`config.mk`:
```
export PLATFORM = sky130hd
export DESIGN_NAME = gga_position_extractor_flat
export DESIGN_NICKNAME = d
export VERILOG_FILES = /design/src/rtl/core/gpe_pkg.sv /design/src/rtl/core/gpe_chan_if.sv /design/src/rtl/core/gga_position_extractor.sv /design/src/rtl/core/gpe_ctrl.sv /design/src/rtl/core/gpe_datapath.sv /design/src/flat_wrapper.sv
export SDC_FILE = /design/constraint.sdc
export NUM_CORES = 1
export LEC_CHECK = 0
export BUFFER_PORTS_ARGS = -buffer_cell sky130_fd_sc_hd__buf_2
export CAP_MARGIN = 10
export CORE_ASPECT_RATIO = 1.4
export CORE_UTILIZATION = 45
export CTS_BUF_LIST = sky130_fd_sc_hd__clkbuf_8
export DETAILED_ROUTE_END_ITERATION = 12
export SYNTH_ARGS = -nofsm -noshare
export SYNTH_HDL_FRONTEND = slang
export SYNTH_SLANG_ARGS = --single-unit
```
`constraint.sdc`:
```
create_clock -name clk -period 4.9 [get_ports clk]
set_input_delay 0.49 -clock clk [delete_from_list [all_inputs] [get_ports clk]]
set_output_delay 0.49 -clock clk [all_outputs]
set_load 0.01 [all_outputs]
```
`src/rtl/core/gpe_pkg.sv`:
```
// Shared constants, types and helper functions of the GGA position extractor.
`timescale 1ns / 1ps

package gpe_pkg;

  // Default store capacities.
  localparam int unsigned LAT_CHARS_DEF = 9;
  localparam int unsigned LON_CHARS_DEF = 11;

  // Default texts loaded when a coordinate field opens: "0000.0000" and "00000.0000".
  localparam int unsigned LAT_DEF_LEN = 9;
  localparam int unsigned LON_DEF_LEN = 10;
  localparam int unsigned LAT_DOT_POS = 4;
  localparam int unsigned LON_DOT_POS = 5;

  // Action codes of an input word.
  localparam logic ACT_BYTE   = 1'b0;
  localparam logic ACT_REPORT = 1'b1;

  // Part codes of a result word.
  localparam logic PART_LAT = 1'b0;
  localparam logic PART_LON = 1'b1;

  // Characters.
  localparam logic [7:0] CH_NL    = 8'h0A;
  localparam logic [7:0] CH_COMMA = 8'h2C;
  localparam logic [7:0] CH_DOT   = 8'h2E;
  localparam logic [7:0] CH_ZERO  = 8'h30;
  localparam logic [7:0] CH_A     = 8'h41;
  localparam logic [7:0] CH_G     = 8'h47;
  localparam logic [7:0] CH_N     = 8'h4E;
  localparam logic [7:0] CH_P     = 8'h50;

  // Line parsing.
  localparam logic [2:0] HDR_DONE  = 3'd6;
  localparam logic [3:0] FIELD_LAT = 4'd3;
  localparam logic [3:0] FIELD_LON = 4'd5;
  localparam logic [3:0] FIELD_FIX = 4'd7;
  localparam logic [3:0] FIELD_MAX = 4'd15;
  localparam logic [3:0] COUNT_MAX = 4'd15;

  // Commands from the controller to the datapath.
  typedef struct packed {
    logic latch;      // capture the accepted input word
    logic take;       // run the parser on the captured byte
    logic rpt_start;  // rewind the report position
    logic rpt_emit;   // load the next report character into the output register
  } gpe_cmd_t;

  // Status from the datapath to the controller.
  typedef struct packed {
    logic slot_free;  // output register is empty or being taken this cycle
    logic at_last;    // the character at the report position is the final one
  } gpe_sts_t;

  function automatic logic [7:0] lat_dflt_char(input int unsigned pos);
    return (pos == LAT_DOT_POS) ? CH_DOT : CH_ZERO;
  endfunction

  function automatic logic [7:0] lon_dflt_char(input int unsigned pos);
    return (pos == LON_DOT_POS) ? CH_DOT : CH_ZERO;
  endfunction

endpackage

```
`src/rtl/core/gpe_chan_if.sv`:
```
// Valid/ready channel interfaces for the input words and the result words.
`timescale 1ns / 1ps

interface gpe_in_if;
  logic       valid;
  logic       ready;
  logic       action;
  logic [7:0] rx_byte;

  modport source (output valid, output action, output rx_byte, input ready);
  modport sink   (input valid, input action, input rx_byte, output ready);
endinterface

interface gpe_out_if;
  logic       valid;
  logic       ready;
  logic       part;
  logic [7:0] char_code;
  logic       fix_valid;
  logic       last;

  modport source (output valid, output part, output char_code, output fix_valid,
                  output last, input ready);
  modport sink   (input valid, input part, input char_code, input fix_valid,
                  input last, output ready);
endinterface

```
`src/rtl/core/gga_position_extractor.sv`:
```
// Top level of the GGA position extractor: controller plus datapath behind two channels.
`timescale 1ns / 1ps

// The block reads a GPS receiver's text one byte per input word (action 0) and keeps the
// latitude (field 3) and longitude (field 5) text of GPGGA/GNGGA lines, plus a fix flag
// taken from the first character of field 7; the checksum is not checked. An input word
// with action 1 asks for a report, which streams the stored latitude characters and then
// the longitude characters, one result word each, with last set on the final one. A byte
// is accepted in ST_IDLE and parsed in ST_TAKE, after which in_ch.ready rises again. A
// report holds 2 to LAT_CHARS + LON_CHARS characters: the single output register emits
// one character per cycle while the sink is ready, and no input word is accepted until
// the final character has been loaded into it. The next byte may be accepted while that
// final character still waits to be taken. No clearing pass is needed after reset; the
// stores read as their default zero text.

module gga_position_extractor #(
  parameter int unsigned LAT_CHARS = gpe_pkg::LAT_CHARS_DEF,
  parameter int unsigned LON_CHARS = gpe_pkg::LON_CHARS_DEF
) (
  input  logic         clk,
  input  logic         rst_n,
  gpe_in_if.sink       in_ch,
  gpe_out_if.source    out_ch
);

  gpe_pkg::gpe_cmd_t cmd;
  gpe_pkg::gpe_sts_t sts;
  logic              in_ready;

  // The controller owns the input handshake and paces the report.
  gpe_ctrl u_ctrl (
    .clk       (clk),
    .rst_n     (rst_n),
    .in_valid  (in_ch.valid),
    .in_action (in_ch.action),
    .in_ready  (in_ready),
    .sts       (sts),
    .cmd       (cmd)
  );

  assign in_ch.ready = in_ready;

  // The datapath holds the parser, the two stores and the output register.
  gpe_datapath #(
    .LAT_CHARS (LAT_CHARS),
    .LON_CHARS (LON_CHARS)
  ) u_datapath (
    .clk           (clk),
    .rst_n         (rst_n),
    .cmd           (cmd),
    .sts           (sts),
    .rx_byte       (in_ch.rx_byte),
    .out_ready     (out_ch.ready),
    .out_valid     (out_ch.valid),
    .out_part      (out_ch.part),
    .out_char_code (out_ch.char_code),
    .out_fix_valid (out_ch.fix_valid),
    .out_last      (out_ch.last)
  );

endmodule

```
`src/rtl/core/gpe_ctrl.sv`:
```
// Controller state machine: sequences byte parsing and report streaming.
`timescale 1ns / 1ps

module gpe_ctrl (
  input  logic              clk,
  input  logic              rst_n,
  input  logic              in_valid,
  input  logic              in_action,
  output logic              in_ready,
  input  gpe_pkg::gpe_sts_t sts,
  output gpe_pkg::gpe_cmd_t cmd
);

  typedef enum logic [1:0] {
    ST_IDLE,
    ST_TAKE,
    ST_REPORT
  } state_t;

  state_t state_r;
  state_t state_nxt;
  logic   accept;

  assign in_ready = (state_r == ST_IDLE);
  assign accept   = in_valid && in_ready;

  always_comb begin
    cmd           = '0;
    cmd.latch     = accept;
    cmd.rpt_start = accept && (in_action == gpe_pkg::ACT_REPORT);
    cmd.take      = (state_r == ST_TAKE);
    cmd.rpt_emit  = (state_r == ST_REPORT) && sts.slot_free;

    state_nxt = state_r;
    case (state_r)
      ST_IDLE: begin
        if (accept) begin
          state_nxt = (in_action == gpe_pkg::ACT_REPORT) ? ST_REPORT : ST_TAKE;
        end
      end
      ST_TAKE: begin
        state_nxt = ST_IDLE;
      end
      ST_REPORT: begin
        if (sts.slot_free && sts.at_last) begin
          state_nxt = ST_IDLE;
        end
      end
      default: begin
        state_nxt = ST_IDLE;
      end
    endcase
  end

  always_ff @(posedge clk) begin
    if (!rst_n) begin
      state_r <= ST_IDLE;
    end else begin
      state_r <= state_nxt;
    end
  end

endmodule

```
`src/rtl/core/gpe_datapath.sv`:
```
// Datapath: line parser, coordinate stores, report position and output register.
`timescale 1ns / 1ps

module gpe_datapath #(
  parameter int unsigned LAT_CHARS = gpe_pkg::LAT_CHARS_DEF,
  parameter int unsigned LON_CHARS = gpe_pkg::LON_CHARS_DEF
) (
  input  logic              clk,
  input  logic              rst_n,
  input  gpe_pkg::gpe_cmd_t cmd,
  output gpe_pkg::gpe_sts_t sts,
  input  logic [7:0]        rx_byte,
  input  logic              out_ready,
  output logic              out_valid,
  output logic              out_part,
  output logic [7:0]        out_char_code,
  output logic              out_fix_valid,
  output logic              out_last
);

  localparam int unsigned MAX_CHARS = (LAT_CHARS > LON_CHARS) ? LAT_CHARS : LON_CHARS;
  localparam int unsigned LEN_W     = $clog2(MAX_CHARS + 1);
  localparam int unsigned LAT_IW    = $clog2(LAT_CHARS);
  localparam int unsigned LON_IW    = $clog2(LON_CHARS);

  // Parser state.
  logic [2:0]       lp_r, lp_nxt;
  logic             hm_r, hm_nxt;
  logic [3:0]       fn_r, fn_nxt;
  logic [3:0]       fc_r, fc_nxt;
  logic             fix_r, fix_nxt;
  logic [7:0]       byte_r;

  // Stores. While a default flag is set the store reads as its default text.
  logic [7:0]       lat_text_r [LAT_CHARS];
  logic [7:0]       lon_text_r [LON_CHARS];
  logic [LEN_W-1:0] lat_len_r, lat_len_nxt;
  logic [LEN_W-1:0] lon_len_r, lon_len_nxt;
  logic             lat_dflt_r, lat_dflt_nxt;
  logic             lon_dflt_r, lon_dflt_nxt;
  logic             lat_we, lon_we;
  logic [LAT_IW-1:0] lat_wa;
  logic [LON_IW-1:0] lon_wa;

  // Report position and output register.
  logic             part_r, part_nxt;
  logic [LEN_W-1:0] sub_r, sub_nxt;
  logic [LEN_W-1:0] sub_inc;
  logic             out_vld_r, out_vld_nxt;
  logic             out_part_r;
  logic [7:0]       out_char_r;
  logic             out_fix_r;
  logic             out_last_r;
  logic [7:0]       lat_rd, lon_rd, rd_char;

  logic             hdr_ok;

  // Parser.
  always_comb begin
    lp_nxt       = lp_r;
    hm_nxt       = hm_r;
    fn_nxt       = fn_r;
    fc_nxt       = fc_r;
    fix_nxt      = fix_r;
    lat_len_nxt  = lat_len_r;
    lon_len_nxt  = lon_len_r;
    lat_dflt_nxt = lat_dflt_r;
    lon_dflt_nxt = lon_dflt_r;
    lat_we       = 1'b0;
    lon_we       = 1'b0;
    lat_wa       = lat_len_r[LAT_IW-1:0];
    lon_wa       = lon_len_r[LON_IW-1:0];
    hdr_ok       = 1'b0;

    if (cmd.take) begin
      if (byte_r == gpe_pkg::CH_NL) begin
        lp_nxt = '0;
        hm_nxt = 1'b0;
        fn_nxt = 4'd1;
        fc_nxt = '0;
      end else begin
        if (lp_r < gpe_pkg::HDR_DONE) begin
          case (lp_r)
            3'd0: hm_nxt = 1'b1;
            3'd1: if (byte_r != gpe_pkg::CH_G) hm_nxt = 1'b0;
            3'd2: if (byte_r != gpe_pkg::CH_P && byte_r != gpe_pkg::CH_N) hm_nxt = 1'b0;
            3'd3: if (byte_r != gpe_pkg::CH_G) hm_nxt = 1'b0;
            3'd4: if (byte_r != gpe_pkg::CH_G) hm_nxt = 1'b0;
            default: if (byte_r != gpe_pkg::CH_A) hm_nxt = 1'b0;
          endcase
          lp_nxt = lp_r + 3'd1;
        end
        hdr_ok = hm_nxt && (lp_nxt == gpe_pkg::HDR_DONE);

        if (byte_r == gpe_pkg::CH_COMMA) begin
          // The comma opens the next field; the field number checked is the new one.
          if (fn_r < gpe_pkg::FIELD_MAX) begin
            fn_nxt = fn_r + 4'd1;
          end
          fc_nxt = '0;
          if (hdr_ok) begin
            if (fn_nxt == gpe_pkg::FIELD_LAT) begin
              lat_dflt_nxt = 1'b1;
              lat_len_nxt  = LEN_W'(gpe_pkg::LAT_DEF_LEN);
            end else if (fn_nxt == gpe_pkg::FIELD_LON) begin
              lon_dflt_nxt = 1'b1;
              lon_len_nxt  = LEN_W'(gpe_pkg::LON_DEF_LEN);
            end else if (fn_nxt == gpe_pkg::FIELD_FIX) begin
              fix_nxt = 1'b1;
            end
          end
        end else begin
          if (hdr_ok) begin
            if (fn_r == gpe_pkg::FIELD_LAT) begin
              if (fc_r == '0) begin
                // First character of the field starts the store anew.
                lat_dflt_nxt = 1'b0;
                lat_we       = 1'b1;
                lat_wa       = '0;
                lat_len_nxt  = LEN_W'(1);
              end else if (lat_len_r < LEN_W'(LAT_CHARS)) begin
                lat_we      = 1'b1;
                lat_len_nxt = lat_len_r + LEN_W'(1);
              end
            end else if (fn_r == gpe_pkg::FIELD_LON) begin
              if (fc_r == '0) begin
                lon_dflt_nxt = 1'b0;
                lon_we       = 1'b1;
                lon_wa       = '0;
                lon_len_nxt  = LEN_W'(1);
              end else if (lon_len_r < LEN_W'(LON_CHARS)) begin
                lon_we      = 1'b1;
                lon_len_nxt = lon_len_r + LEN_W'(1);
              end
            end else if (fn_r == gpe_pkg::FIELD_FIX) begin
              if (fc_r == '0) begin
                fix_nxt = (byte_r != gpe_pkg::CH_ZERO);
              end
            end
          end
          if (fc_r < gpe_pkg::COUNT_MAX) begin
            fc_nxt = fc_r + 4'd1;
          end
        end
      end
    end
  end

  // Report reader: latitude characters, then longitude characters.
  assign lat_rd  = lat_dflt_r ? gpe_pkg::lat_dflt_char(int'(sub_r))
                              : lat_text_r[sub_r[LAT_IW-1:0]];
  assign lon_rd  = lon_dflt_r ? gpe_pkg::lon_dflt_char(int'(sub_r))
                              : lon_text_r[sub_r[LON_IW-1:0]];
  assign rd_char = (part_r == gpe_pkg::PART_LON) ? lon_rd : lat_rd;
  assign sub_inc = sub_r + LEN_W'(1);

  assign sts.slot_free = !out_vld_r || out_ready;
  assign sts.at_last   = (part_r == gpe_pkg::PART_LON) && (sub_inc == lon_len_r);

  always_comb begin
    part_nxt    = part_r;
    sub_nxt     = sub_r;
    out_vld_nxt = out_vld_r;
    if (out_ready) begin
      out_vld_nxt = 1'b0;
    end
    if (cmd.rpt_start) begin
      part_nxt = gpe_pkg::PART_LAT;
      sub_nxt  = '0;
    end else if (cmd.rpt_emit) begin
      out_vld_nxt = 1'b1;
      if ((part_r == gpe_pkg::PART_LAT) && (sub_inc == lat_len_r)) begin
        part_nxt = gpe_pkg::PART_LON;
        sub_nxt  = '0;
      end else begin
        sub_nxt = sub_inc;
      end
    end
  end

  always_ff @(posedge clk) begin
    if (!rst_n) begin
      lp_r       <= '0;
      hm_r       <= 1'b0;
      fn_r       <= 4'd1;
      fc_r       <= '0;
      fix_r      <= 1'b0;
      lat_len_r  <= LEN_W'(gpe_pkg::LAT_DEF_LEN);
      lon_len_r  <= LEN_W'(gpe_pkg::LON_DEF_LEN);
      lat_dflt_r <= 1'b1;
      lon_dflt_r <= 1'b1;
      part_r     <= gpe_pkg::PART_LAT;
      sub_r      <= '0;
      out_vld_r  <= 1'b0;
    end else begin
      lp_r       <= lp_nxt;
      hm_r       <= hm_nxt;
      fn_r       <= fn_nxt;
      fc_r       <= fc_nxt;
      fix_r      <= fix_nxt;
      lat_len_r  <= lat_len_nxt;
      lon_len_r  <= lon_len_nxt;
      lat_dflt_r <= lat_dflt_nxt;
      lon_dflt_r <= lon_dflt_nxt;
      part_r     <= part_nxt;
      sub_r      <= sub_nxt;
      out_vld_r  <= out_vld_nxt;
    end
  end

  // Payload registers.
  always_ff @(posedge clk) begin
    if (cmd.latch) begin
      byte_r <= rx_byte;
    end
    if (lat_we) begin
      lat_text_r[lat_wa] <= byte_r;
    end
    if (lon_we) begin
      lon_text_r[lon_wa] <= byte_r;
    end
    if (cmd.rpt_emit) begin
      out_part_r <= part_r;
      out_char_r <= rd_char;
      out_fix_r  <= fix_r;
      out_last_r <= sts.at_last;
    end
  end

  assign out_valid     = out_vld_r;
  assign out_part      = out_part_r;
  assign out_char_code = out_char_r;
  assign out_fix_valid = out_fix_r;
  assign out_last      = out_last_r;

endmodule

```
`src/flat_wrapper.sv`:
```
// flat-port wrapper written by rule: the top's interface ports become plain ports
module gga_position_extractor_flat 
#(
  parameter int unsigned LAT_CHARS = gpe_pkg::LAT_CHARS_DEF,
  parameter int unsigned LON_CHARS = gpe_pkg::LON_CHARS_DEF
)
  (clk, rst_n, in_ch_valid, in_ch_action, in_ch_rx_byte, in_ch_ready, out_ch_valid, out_ch_part, out_ch_char_code, out_ch_fix_valid, out_ch_last, out_ch_ready);
  gpe_in_if in_ch_i ();
  gpe_out_if out_ch_i ();
  input  logic clk;
  input  logic rst_n;
  input wire logic [$bits(in_ch_i.valid)-1:0] in_ch_valid;
  input wire logic [$bits(in_ch_i.action)-1:0] in_ch_action;
  input wire logic [$bits(in_ch_i.rx_byte)-1:0] in_ch_rx_byte;
  output wire logic [$bits(in_ch_i.ready)-1:0] in_ch_ready;
  output wire logic [$bits(out_ch_i.valid)-1:0] out_ch_valid;
  output wire logic [$bits(out_ch_i.part)-1:0] out_ch_part;
  output wire logic [$bits(out_ch_i.char_code)-1:0] out_ch_char_code;
  output wire logic [$bits(out_ch_i.fix_valid)-1:0] out_ch_fix_valid;
  output wire logic [$bits(out_ch_i.last)-1:0] out_ch_last;
  input wire logic [$bits(out_ch_i.ready)-1:0] out_ch_ready;
  assign in_ch_i.valid = in_ch_valid;
  assign in_ch_i.action = in_ch_action;
  assign in_ch_i.rx_byte = in_ch_rx_byte;
  assign in_ch_ready = in_ch_i.ready;
  assign out_ch_valid = out_ch_i.valid;
  assign out_ch_part = out_ch_i.part;
  assign out_ch_char_code = out_ch_i.char_code;
  assign out_ch_fix_valid = out_ch_i.fix_valid;
  assign out_ch_last = out_ch_i.last;
  assign out_ch_i.ready = out_ch_ready;
  gga_position_extractor #(.LAT_CHARS(LAT_CHARS), .LON_CHARS(LON_CHARS)) u_core (.clk(clk), .rst_n(rst_n), .in_ch(in_ch_i), .out_ch(out_ch_i));
endmodule
```
==> impl_metrics.json, run 1 <==
{
  "status": "finished clean",
  "cts_made_buffers": 31,
  "finalSetupViolCount": 0,
  "chipWidth_um": 123,
  "htreeDepth": 1,
  "die-height_um": 171,
  "critPathArrivalTime_ns": 4.04,
  "finalCritPeriodShare_pct": 79.1,
  "syn_to_final_growth_pct": 11.8,
  "ir_drop_mv": 0.194,
  "vias": 5485,
  "antenna_found_initial": 0,
  "ys_types": 62,
  "hold_path.class": "in -> reg",
  "reg2reg_depth": 6,
  "clk_latency_ns": 0.56,
  "synthTopCellsByArea": "edfxtp_1, mux4_2, dfxtp_1",
  "final_area_mm2": 0.0103,
  "io_pins": 26,
  "startpoint_type": "flip-flop",
  "avgSynthCellArea_um2": 14.7,
  "synth_top_area_share_pct": 58.5,
  "fin_crit_ns": 3.88,
  "netlist_instances": 626,
  "finalSetupTns_ns": 0,
  "async_flop_share_pct": 0,
  "core-area_mm2": 0.0199,
  "placed_area_mm2": 0.00969,
  "grt_pass1_wl_um": 31800,
  "gr-usage-all-layers_pct": 20.6,
  "cts_buffer_depth": 3,
  "netlist_area_mm2": 0.00919,
  "maxCapViolCount": 0,
  "drive_above_1_share_pct": 19.5,
  "grt_max_degree": 29,
  "clk_pin_slew_ns": 0.06,
  "grt.overflow.total": 0,
  "cts_num_sinks": 214,
  "tightest_slew_ns": 1.12,
  "rsz0062_at_grt": "no",
  "hold_viol": 0,
  "postCtsHoldBufs": 0,
  "synth_nets": 655,
  "cts_root_buf": "clkbuf_8",
  "fin_nets": 705,
  "holdWs_ns": 0.101,
  "drc_errors": 0,
  "synth_top_cell_by_area": "edfxtp_1",
  "path_max_fanout": 26,
  "ant_nets": 0,
  "endpoint_kind": "flip-flop",
  "ys.flop_type": "edfxtp_1",
  "antennaDiodeCount": 0,
  "p_per_area_mw_per_mm2": 339,
  "hold_depth": 2,
  "post_cts_buffers": 0,
  "slew_violations": 0,
  "relSlewSlack_pct": 24.7,
  "yosysSeqAreaShare_pct": 66.1,
  "cts_tree": "yes",
  "max_freq_mhz": 258,
  "ys_ff_latch": 214,
  "grt_pass1_vias": 5587,
  "critPathRequiredTime_ns": 5.07,
  "yosys_warnings": 0,
  "num_rows": 61,
  "vias_per_cell": 5.78,
  "cts_resized": 0,
  "drtIter0Drc": 473,
  "power.leakage_nw": 3.29,
  "synth_edf_count": 179,
  "fin_skew_ns": 0.0183,
  "gp_congestion": 0.869,
  "first_pass_iters": 5,
  "dp_hpwl_um": 14100,
  "start_util_pct": 46.1,
  "drt_wl_total_um": 20500,
  "critical_path_class": "reg -> reg",
  "die-area_mm2": 0.0210,
  "io_buffers": 25,
  "post_drt_wl_per_cell_um": 21.6
}
-- per-layer routing --
layer / part of all wire, % / vias to the layer above / GRT usage, %
met2: 55 / 130 / 38.2
li1: - / 2554 / -
met1: 39 / 2758 / 23.7
met5: 0 / - / 0
met4: 3.2 / 0 / 7.85
met3: 3.2 / 43 / 2.50
-- worst paths after layout --
path                                from                                 end  slack, ns
min                         in_ch_action            u_core.u_ctrl.state_r[0]       0.10
max reg2reg  u_core.u_datapath.byte_r[2]  u_core.u_datapath.lon_text_r[3][0]       1.02
max          u_core.u_datapath.byte_r[2]  u_core.u_datapath.lon_text_r[3][0]       1.02
min reg2reg      u_core.u_datapath.fix_r     u_core.u_datapath.out_fix_valid       0.43
-- layout make-up --
| class | instances | area [um^2] |
|---|---|---|
| Fill cell | 1649 | 9650 |
| Sequential cell | 214 | 6080 |
| Multi-Input combinational cell | 361 | 2940 |
| Clock buffer | 34 | 468 |
| Tap cell | 252 | 315 |
| Timing Repair Buffer | 46 | 283 |
| Clock inverter | 20 | 108 |
| Inverter | 22 | 82.6 |
-- kinds of logic after synthesis --
| family | count (synthesis) | synth area share, % |
|---|---|---|
| flip-flops | 214 | 66.1 |
| buffers and inverters | 51 | 2.12 |
| multiplexers | 63 | 11.6 |
| AO/OA/AOI/OAI | 100 | 7.22 |
| adder cells (fa/ha/maj) | 16 | 2.18 |
| AND/OR/NAND/NOR | 169 | 9.53 |
| XOR/XNOR | 13 | 1.24 |
-- registers in the layout (all words and copies together), names as in the netlist, 2 cells and up, named ones only --
name                             flops
u_core.u_datapath.lat_text_r        72
u_core.u_datapath.lat_len_r          4
u_core.u_ctrl.state_r                2
u_core.u_datapath.lon_text_r        88
u_core.u_datapath.lp_r               3
u_core.u_datapath.out_char_code      8
u_core.u_datapath.fc_r               4
u_core.u_datapath.fn_r               4
u_core.u_datapath.sub_r              4
u_core.u_datapath.byte_r             8
u_core.u_datapath.lon_len_r          4
-- layout by cell type (no fill, tap or decap), types with 7 or more instances in the layout --
cell / netlist / layout
mux2_2: 7 / 7
mux2i_1: 22 / 22
a21oi_1: 33 / 33
clkbuf_8: 0 / 34
nand3_1: 18 / 18
nand2_1: 35 / 35
buf_2: 3 / 25
dfxtp_1: 35 / 34
nor3_1: 11 / 11
edfxtp_1: 179 / 179
clkinv_1: 0 / 7
buf_4: 0 / 20
o21ai_0: 14 / 14
nor2_1: 43 / 43
xnor2_1: 7 / 7
nor4_1: 11 / 10
ha_1: 16 / 16
mux4_2: 34 / 34
inv_1: 22 / 31
nand2b_1: 8 / 8
-- cell usage after synthesis, drive strengths merged, types with 4 or more instances --
master	count
ha	16
nand2	35
nor4	13
a21oi	33
nor3	11
nand4	4
mux4	34
o21a	4
buf	8
inv	22
mux2	7
nor3b	4
clkbuf	21
or3	4
dfxtp	35
xnor2	7
nor2	43
mux2i	22
nand2b	8
o21ai	19
nor2b	6
edfxtp	179
o22ai	5
nand3	18
xor2	6
a31oi	6
-- power by group --
| group | internal (W) | switching, W | leakage, nW | total [W] |
|---|---|---|---|---|
| clock | 0.000684 | 0.000638 | 0.325 | 0.00132 |
| combinational | 0.0000563 | 0.0000677 | 1.07 | 0.000124 |
| sequential | 0.00199 | 0.0000430 | 1.89 | 0.00203 |
| total | 0.00273 | 0.000749 | 3.29 | 0.00348 |
-- worst max-delay path: stages, from the launching register on --
cell and delay (ns):
edfxtp_1 0.76, nor4b_1 0.55, o2111ai_1 0.23, a311oi_1 0.44, nor2_1 0.20, or4_4 0.49, nor4_2 0.82
-- through the flow --
step	setup WS, ns	utilization (%)	power (W)	std cells
finish	1.02	51.6	0.00348	949
global route	0.701	51.6	0.00361	949
CTS	1.02	51.5	0.00352	948
detailed placement	1.03	48.6	0.00220	894
global placement	1.16	48.6	0.00219	894
floorplan	1.12	-	0.00214	626
No activity file was read; power rests on OpenSTA's default activity.
==> run 2, diff against run 1 <==
clock period = 3.42 ns   (was 4.9 ns; I/O delays follow)
==> impl_metrics.json, run 2 (synthesized netlist as in run 1, its figures left out) <==
{
  "status": "finished clean",
  "cts_tree": "yes",
  "num_rows": 61,
  "finalPower_w": 0.00548,
  "final_cell_count_no_fill": 993,
  "gp_congestion": 0.841,
  "largest_reg_flops": 88,
  "met3_usage_pct": 3.47,
  "grt_pass1_vias": 5787,
  "fin_crit_ns": 3.28,
  "gr-max-usage-layer": "met2",
  "placed_area_mm2": 0.00990,
  "regMostFlops": "u_core.u_datapath.lon_text_r",
  "post_cts_buffers": 0,
  "cts_buffer_depth": 3,
  "cts_made_buffers": 35,
  "startpoint_type": "flip-flop",
  "vias": 5570,
  "use_met2_pct": 40.9,
  "critical_path_class": "reg -> reg",
  "syn_to_final_growth_pct": 17.0,
  "rsz0062_at_grt": "no",
  "layout_common_cells": "edfxtp_1, buf_4, nor2_1",
  "finalSetupTns_ns": 0,
  "die-height_um": 171,
  "finalCritPeriodShare_pct": 95.8,
  "vias_per_cell": 5.61,
  "antennaDiodeCount": 0,
  "fin_skew_ns": 0.0269,
  "hold_path.class": "in -> reg",
  "worstPathCellList": "inv_1 -> ha_1 -> mux2_2 -> a2111o_1 -> a2111oi_4 -> nor2_1 -> or4_4 -> nor4_2 -> buf_4",
  "grt.overflow.total": 0,
  "slew_violations": 0,
  "critPathRequiredTime_ns": 3.64,
  "layout_commonest_cell": "edfxtp_1",
  "drive_above_1_share_pct": 23.9,
  "relSlewSlack_pct": 49.2,
  "start_util_pct": 46.1,
  "worst_path_max_delay_cell": "or4_4",
  "cts_num_sinks": 214,
  "finalSetupViolCount": 0,
  "grt_pass1_wl_um": 32600,
  "tightest_slew_ns": 0.761,
  "post-route-util_pct": 53.9,
  "die-area_mm2": 0.0210,
  "final_area_mm2": 0.0107,
  "hold_viol": 0,
  "largestRegisters": "u_core.u_datapath.lon_text_r (88), u_core.u_datapath.lat_text_r (72)",
  "placed_cells": 922,
  "io_pins": 26,
  "drt_wl_total_um": 21300,
  "first_pass_iters": 4,
  "antenna_found_initial": 0,
  "post_drt_wl_per_cell_um": 21.4,
  "clk_latency_ns": 0.53,
  "io_buffers": 25,
  "maxCapViolCount": 0,
  "grt_max_degree": 26,
  "critPathArrivalTime_ns": 3.50,
  "fill_cells": 1621,
  "chipWidth_um": 123,
  "cts_root_buf": "clkbuf_8",
  "endpoint_kind": "flip-flop",
  "met1_usage_pct": 23.3,
  "dp_hpwl_um": 15400,
  "ir_drop_mv": 0.382,
  "fin_nets": 745,
  "power.leakage_nw": 3.55,
  "drc_errors": 0,
  "gr-usage-all-layers_pct": 21.5,
  "core-area_mm2": 0.0199,
  "clk_pin_slew_ns": 0.07,
  "drtIter0Drc": 380,
  "cp_slowest_stage_delay_ns": 0.49,
  "path_max_fanout": 8,
  "htreeDepth": 2,
  "max_freq_mhz": 305,
  "p_per_area_mw_per_mm2": 510,
  "ant_nets": 0
}
## run 2: power breakdown
| part | leakage [nW] | switching, W | internal [W] |
|---|---|---|---|
| Combinational | 1.24 | 0.000141 | 0.0000993 |
| Sequential | 1.89 | 0.0000265 | 0.00285 |
| Clock | 0.407 | 0.000992 | 0.00137 |
## run 2: timing repair
action | CTS | global route
endpoints found under the hold margin | 8 | 1
gates resized for setup | 0 | 2
hold buffers | 8 | 1
endpoints found under the setup margin | 0 | 40
## run 2: layout make-up
| cell class | instances | area [um^2] | area share (%) |
|---|---|---|---|
| clock buffer | 36 | 495 | 4.61 |
| inverter | 22 | 82.6 | 0.768 |
| multi-input combinational | 361 | 2950 | 27.4 |
| clock inverter | 26 | 254 | 2.36 |
| timing repair buffer | 82 | 576 | 5.36 |
| tap | 252 | 315 | 2.93 |
| sequential | 214 | 6080 | 56.5 |
## run 2: worst paths after layout
check	startpoint	to	slack (ns)	cells past startpoint
worst min register to register	u_core.u_datapath.fix_r	u_core.u_datapath.out_fix_valid	0.46	0
worst min-delay path	out_ch_ready	u_core.u_datapath.out_valid	0.13	3
worst max register to register	u_core.u_datapath.lp_r[0]	u_core.u_datapath.lon_text_r[3][4]	0.14	9
worst max-delay path	u_core.u_datapath.lp_r[0]	u_core.u_datapath.lon_text_r[3][4]	0.14	9
## run 2: stage by stage
stage	hold slack [ns]	worst slack, ns
after floorplan	0.402	-0.106
after global placement	0.436	0.214
after detailed placement	0.444	0.0871
after CTS	0.00301	0.0662
after global routing	0.114	0.0110
final	0.130	0.143
## run 2: critical path: cells and delay by family (launching register included)
| family | cells | cell delay [ns] |
|---|---|---|
| AO/OA/AOI/OAI | 2 | 0.74 |
| adder cells (fa/ha/maj) | 1 | 0.25 |
| buffers and inverters | 2 | 0.35 |
| flip-flops | 1 | 0.42 |
| multiplexers | 1 | 0.29 |
| AND/OR/NAND/NOR | 3 | 0.94 |
## run 2: metal layers
metal / up-vias / wire length [um]
met3: 40 / 813
li1: 2628 / -
met5: - / 0
met2: 132 / 12000
met1: 2770 / 7850
met4: 0 / 564
